--- config.mk ---
export PLATFORM = sky130hd
export DESIGN_NAME = ptns_dist
export DESIGN_NICKNAME = d
export VERILOG_FILES = /design/src/hdl/ptns_pkg.sv /design/src/hdl/ptns_dist.sv
export SDC_FILE = /design/constraint.sdc
export NUM_CORES = 2
export LEC_CHECK = 0
export BUFFER_PORTS_ARGS = -buffer_cell sky130_fd_sc_hd__buf_2
export CORE_MARGIN = 3
export CORE_UTILIZATION = 40
export DETAILED_ROUTE_END_ITERATION = 16
export SETUP_SLACK_MARGIN = 0.5
export SKIP_CTS_REPAIR_TIMING = 1
export SLEW_MARGIN = 20
export SYNTH_ARGS = -nofsm -noshare
export SYNTH_HDL_FRONTEND = slang
export SYNTH_SLANG_ARGS = --single-unit
--- constraint.sdc ---
create_clock -name clk_i -period 9.57 [get_ports clk_i]
set_input_delay 1.914 -clock clk_i [delete_from_list [all_inputs] [get_ports clk_i]]
set_output_delay 1.914 -clock clk_i [all_outputs]
set_load 0.02 [all_outputs]
--- src/hdl/ptns_pkg.sv ---
// Shared constants for the point table nearest search block.
package ptns_pkg;

  // Default table depth and coordinate width.
  localparam int unsigned CapacityDef  = 1024;
  localparam int unsigned CoordBitsDef = 16;

  // Fixed field widths.
  localparam int unsigned TagBits    = 16;
  localparam int unsigned OpBits     = 2;
  localparam int unsigned StatusBits = 2;

  // Operation codes.
  localparam logic [OpBits-1:0] OpAdd     = 2'd0;
  localparam logic [OpBits-1:0] OpUpdate  = 2'd1;
  localparam logic [OpBits-1:0] OpNearest = 2'd2;

  // Status codes.
  localparam logic [StatusBits-1:0] StOk      = 2'd0;
  localparam logic [StatusBits-1:0] StFull    = 2'd1;
  localparam logic [StatusBits-1:0] StMissing = 2'd2;
  localparam logic [StatusBits-1:0] StEmpty   = 2'd3;

endpackage

--- src/hdl/ptns_dist.sv ---
// Three-stage squared distance pipeline: difference, square, sum.
module ptns_dist #(
  parameter int unsigned COORD_BITS = ptns_pkg::CoordBitsDef
) (
  input  logic                          clk_i,
  input  logic                          rst_ni,
  input  logic                          vld_i,
  input  logic [COORD_BITS-1:0]         qx_i,
  input  logic [COORD_BITS-1:0]         qy_i,
  input  logic [COORD_BITS-1:0]         px_i,
  input  logic [COORD_BITS-1:0]         py_i,
  input  logic [ptns_pkg::TagBits-1:0]  tag_i,
  output logic                          vld_o,
  output logic [2*COORD_BITS+1:0]       dist_o,
  output logic [ptns_pkg::TagBits-1:0]  tag_o
);

  localparam int unsigned CB = COORD_BITS;

  logic [2:0]                   vld_q;
  logic signed [CB:0]           dx_q, dy_q;
  logic signed [2*CB+1:0]       prod_x, prod_y;
  logic [2*CB:0]                sqx_q, sqy_q;
  logic [2*CB+1:0]              dist_q;
  logic [ptns_pkg::TagBits-1:0] tag1_q, tag2_q, tag3_q;

  // The square of a difference is never negative, and fits in 2*CB+1 bits.
  assign prod_x = dx_q * dx_q;
  assign prod_y = dy_q * dy_q;

  // Valid chain.
  always_ff @(posedge clk_i or negedge rst_ni) begin
    if (!rst_ni) begin
      vld_q <= '0;
    end else begin
      vld_q <= {vld_q[1:0], vld_i};
    end
  end

  // Datapath stages.
  always_ff @(posedge clk_i) begin
    dx_q   <= $signed({qx_i[CB-1], qx_i}) - $signed({px_i[CB-1], px_i});
    dy_q   <= $signed({qy_i[CB-1], qy_i}) - $signed({py_i[CB-1], py_i});
    tag1_q <= tag_i;
    sqx_q  <= prod_x[2*CB:0];
    sqy_q  <= prod_y[2*CB:0];
    tag2_q <= tag1_q;
    dist_q <= {1'b0, sqx_q} + {1'b0, sqy_q};
    tag3_q <= tag2_q;
  end

  assign vld_o  = vld_q[2];
  assign dist_o = dist_q;
  assign tag_o  = tag3_q;

endmodule

After elaboration in Yosys (flattened, before gate mapping)
Cells that the tools add are included.
Operators by class
  add/subtract/negate cells: 3
  multipliers: 2
  div/mod/pow operators: 0
  magnitude comparators: 0
  equal/unequal tests: 0
  shift-type cells: 0
  muxes and demuxes: 0
  bitwise logic cells: 0
  reductions and logical operators: 0
Operators by type and width (count)
  $mul A17 B17 Y33: 2
  $add A33 B33 Y34: 1
  $sub A16 B16 Y17: 2
Storage, ports and cells
  flip-flop bits (word level): 185
  bits in latches: 0
  memory bits (writable): 0
  memory bits (read-only): 0
  input bits: 83
  output and inout bits: 51
  word-level logic and storage cells: 14
  memories: 0

Longest topological paths before layout
  depth in word-level cells: 1
  gate-level depth with buffers: 25
  mapped depth without buffers: 23

Worst setup path before layout
Ideal clock, no wire load.
  kind: register to register
  from: register dx_q[16]
  to: register sqx_q[32]
  setup time: 63 ps
  arrival: 6155 ps
  data required time: 9507 ps
  setup slack: 3352 ps
  stages on the path, launching flop included: 23
  buffers on the path: 3
  period minus slack after synthesis: 6218 ps
  cells stage by stage: dfxtp_1 clkbuf_1 clkbuf_1 nand2_1 inv_1 fa_1 fa_1 fa_1 fa_1 fa_1 inv_1 fa_1 inv_1 ha_1 buf_6 a21o_1 a21o_1 a2111o_1 a31oi_2 or2b_2 a41oi_2 or4_1 nand3b_1
On the way
  cells in the longest elaborated chain, start to end: 1
RTL lines
  start: declaration: RTL line ptns_dist.sv:21  | logic signed [CB:0] dx_q, dy_q;
  start signal: assignment: RTL line ptns_dist.sv:42  | dx_q <= $signed({qx_i[CB-1], qx_i}) - $signed({px_i[CB-1], px_i});
  $mul A17 B17 Y33: RTL line ptns_dist.sv:28  | assign prod_x = dx_q * dx_q;
  named net prod_x[32]: RTL line ptns_dist.sv:22  | logic signed [2*CB+1:0] prod_x, prod_y;
  end signal: assignment: RTL line ptns_dist.sv:45  | sqx_q <= prod_x[2*CB:0];
  end: declaration: RTL line ptns_dist.sv:23  | logic [2*CB:0] sqx_q, sqy_q;
The timed path passes the listed nets, and every way through them passes these cells.

Worst setup path in the final report
  from: register dy_q[4]
  to: register sqy_q[31]
On the way
  cells in the longest elaborated chain, start to end: 1
RTL lines
  start: declaration: RTL line ptns_dist.sv:21
  start signal: assignment: RTL line ptns_dist.sv:43  | dy_q <= $signed({qy_i[CB-1], qy_i}) - $signed({py_i[CB-1], py_i});
  $mul A17 B17 Y33: RTL line ptns_dist.sv:29  | assign prod_y = dy_q * dy_q;
  named net prod_y[31]: RTL line ptns_dist.sv:22
  end signal: assignment: RTL line ptns_dist.sv:46  | sqy_q <= prod_y[2*CB:0];
  end: declaration: RTL line ptns_dist.sv:23
The timed path passes the listed nets, and every way through them passes these cells.

==> reports/metrics.yaml <==
nFillCells: 6043
ys_types: 77
cap_violations: 0
row_count: 92
ys_top_cells_by_area: "fa_1 41%, dfxtp_1 14%, ha_1 12%"
grt_first_pass_wirelength_mm: 91.6
drc_errors: 0
syn_nets: 3535
finClkSkew_ps: 15.5
initial_core_util_pct: 40.7
cts_max_level: 4
crit_fanout: 19
tightest_slew_ps: 932
max_freq_ghz: 0.146
clk_pin_slew_ps: 80
synth.most_common_cell: "inv_1"
endpoint_kind: "register"
synth.cell_area_sq_um: 25800
cp-start-kind: "register"
vias: 17600
routed_wirelength_mm: 53.2
ant_nets: 0
synth_top_area_share_pct: 40.5
gp_congestion: 0.869
insertedDiodeCount: 0
ctsLongestPathBuffers: 2
cts_buffers: 17
clock-sinks: 183
drtIter0Drc: 809
criticalPathCategory: "register to register"
syn_to_final_growth_pct: 8.27
netlist_instances: 2689
worstPathRequired_ps: 9930
cts_tree: "yes"
grt.overflow.total: 0
ys.flop_type: "dfxtp_1"
max_slew_margin_pct: 37.8
multi_input_area_sq_um: 19100
gr-usage-all-layers_pct: 16.8
synth_mux_area_share_pct: 0.0872
synth-xor-area-share_pct: 4.48
nNetsFinal: 3637
die_area_sq_um: 67600
yosysWarnings: 0
die_y_um: 260
synth-edff-count: 0
clk_latency_ps: 480
io_buffers: 133
worstPathArrival_ps: 7210
synth_compound_area_share_pct: 6.90
fin_crit_ps: 6850
synthAdderAreaFrac_pct: 52.2
finalHoldViolations: 0
yosysSeqAreaShare_pct: 14.2
yosys.area.top_type: "fa_1"
yosys.area_share.simple_pct: 10.4
syn_area_per_cell_sq_um: 9.60
wire_per_inst_um: 14.6
pin_count: 134
firstDrtPassIters: 5
drive_above_1_share_pct: 7.31
run_status: "finished clean"
finalMaxSlewViolations: 0
viasPerCell: 4.82
setup_tns_ps: 0
synthTopCellsByCount: "745 x inv_1, 523 x fa_1, 240 x ha_1"
hpwlAfterDp_mm: 45.4
grt_pass1_vias: 19600
r2r_setup_slack_ps: 2720
grt_max_degree: 33
synth-seq-cells: 183
seqCellArea_sq_um: 3680
grt_setup_unrepaired: "false"
finalSetupViolCount: 0
holdCritPathClass: "register to register"
async_flop_share_pct: 1.64
clock-root-buffer: "clkbuf_16"
dieWidth_um: 260
synth_top_family_by_area: "adder cells"
core_area_sq_um: 63400
period_share_pct: 71.6
antenna_found_initial: 0
through the flow:
stage / util [%] / hold slack, ps / cells / worst slack, ps / cell area [sq um]
after CTS: 44.1 / 330 / 3650 / 2700 / 28000
final: 44.1 / 329 / 3650 / 2720 / 28000
after floorplan: - / 310 / 2689 / 3350 / 25800
after detailed placement: 43.1 / 312 / 3618 / 2730 / 27300
after global placement: 43.1 / 310 / 3618 / 2950 / 27300
after global routing: 44.1 / 330 / 3650 / 2420 / 28000
sequential cells by signal (all words and copies together) (netlist names):
signal and flops:
dist_o 34, sqx_q 32, sqy_q 32, dx_q 17, dy_q 17, tag1_q 16
tag2_q 16, tag_o 16, vld_q 3
layout by cell type, fill, tap and decap left out, types with 5 or more instances in the layout:
master	netlist	routed
nand2_1	188	188
dfxtp_1	180	179
o21a_1	22	22
a211oi_1	11	11
or2_2	5	5
a21oi_1	70	70
o31a_1	5	5
nor2b_1	35	35
nand3_1	30	30
a31o_2	6	6
o21ai_0	41	41
fa_1	523	523
xnor2_1	101	101
inv_1	745	745
o21bai_1	9	9
or3_1	5	5
and2_1	102	102
clkbuf_16	0	17
ha_1	240	240
xor2_1	31	31
o31ai_1	5	5
o22ai_1	5	5
o211ai_1	7	7
nand4_1	6	6
buf_2	0	133
and3_1	10	10
nor2_1	113	113
nor3_1	30	30
nand2b_1	19	19
a21o_1	17	17
layout make-up:
cell class / count / share of cell area [%]
well taps: 846 / 3.79
multi-input cells: 1708 / 68.4
clock buffers: 17 / 1.52
clock inverters: 15 / 0.703
repair buffers: 136 / 2.46
inverters: 745 / 10.0
flip-flops and latches: 183 / 13.2
routing by layer:
| metal | wire length, um | global-route usage (%) | vias up |
|---|---|---|---|
| met3 | 1670 | 1.99 | 93 |
| met1 | 22600 | 20.9 | 8990 |
| met2 | 27400 | 30.0 | 275 |
| met5 | 0 | 0 | - |
| met4 | 1640 | 6.49 | 0 |
| li1 | - | - | 8247 |
critical path, stage by stage (launching register included):
cell and delay [ps]:
dfxtp_1 910, and2_1 270, inv_1 70, fa_1 530
inv_1 50, fa_1 530, inv_1 50, fa_1 390
inv_1 80, fa_1 430, fa_1 550, inv_1 50
fa_1 470, inv_1 40, ha_1 360, nand2_1 70
o21a_1 200, and3_1 180, o31ai_1 90, nand3_1 310
o211ai_1 460, a2111oi_0 160, or3b_2 460
cell families (layout without fill, tap and decap cells):
| logic type | count (synthesis) | after routing |
|---|---|---|
| buffers and inverters | 798 | 913 |
| adders and majority gates | 763 | 763 |
| AOI/OAI and AO/OA | 254 | 254 |
| xor gates and xnor gates | 132 | 132 |
| and+or+nand+nor | 557 | 557 |
| DFF | 183 | 183 |
| muxes | 2 | 2 |
worst paths after layout:
kind                             from    endpoint  cells after the start
max reg2reg                   dy_q[4]   sqy_q[31]                     22
min                        tag1_q[14]  tag2_q[14]                      0
min in group asynchronous      rst_ni    vld_q[0]                      1
min reg2reg                tag1_q[14]  tag2_q[14]                      0
max in group asynchronous      rst_ni    vld_q[2]                      1
max                           dy_q[4]   sqy_q[31]                     22
Power is left out: the tool's default activity adds up to more than one toggle a clock period on the data nets, which glitch-free logic cannot reach.
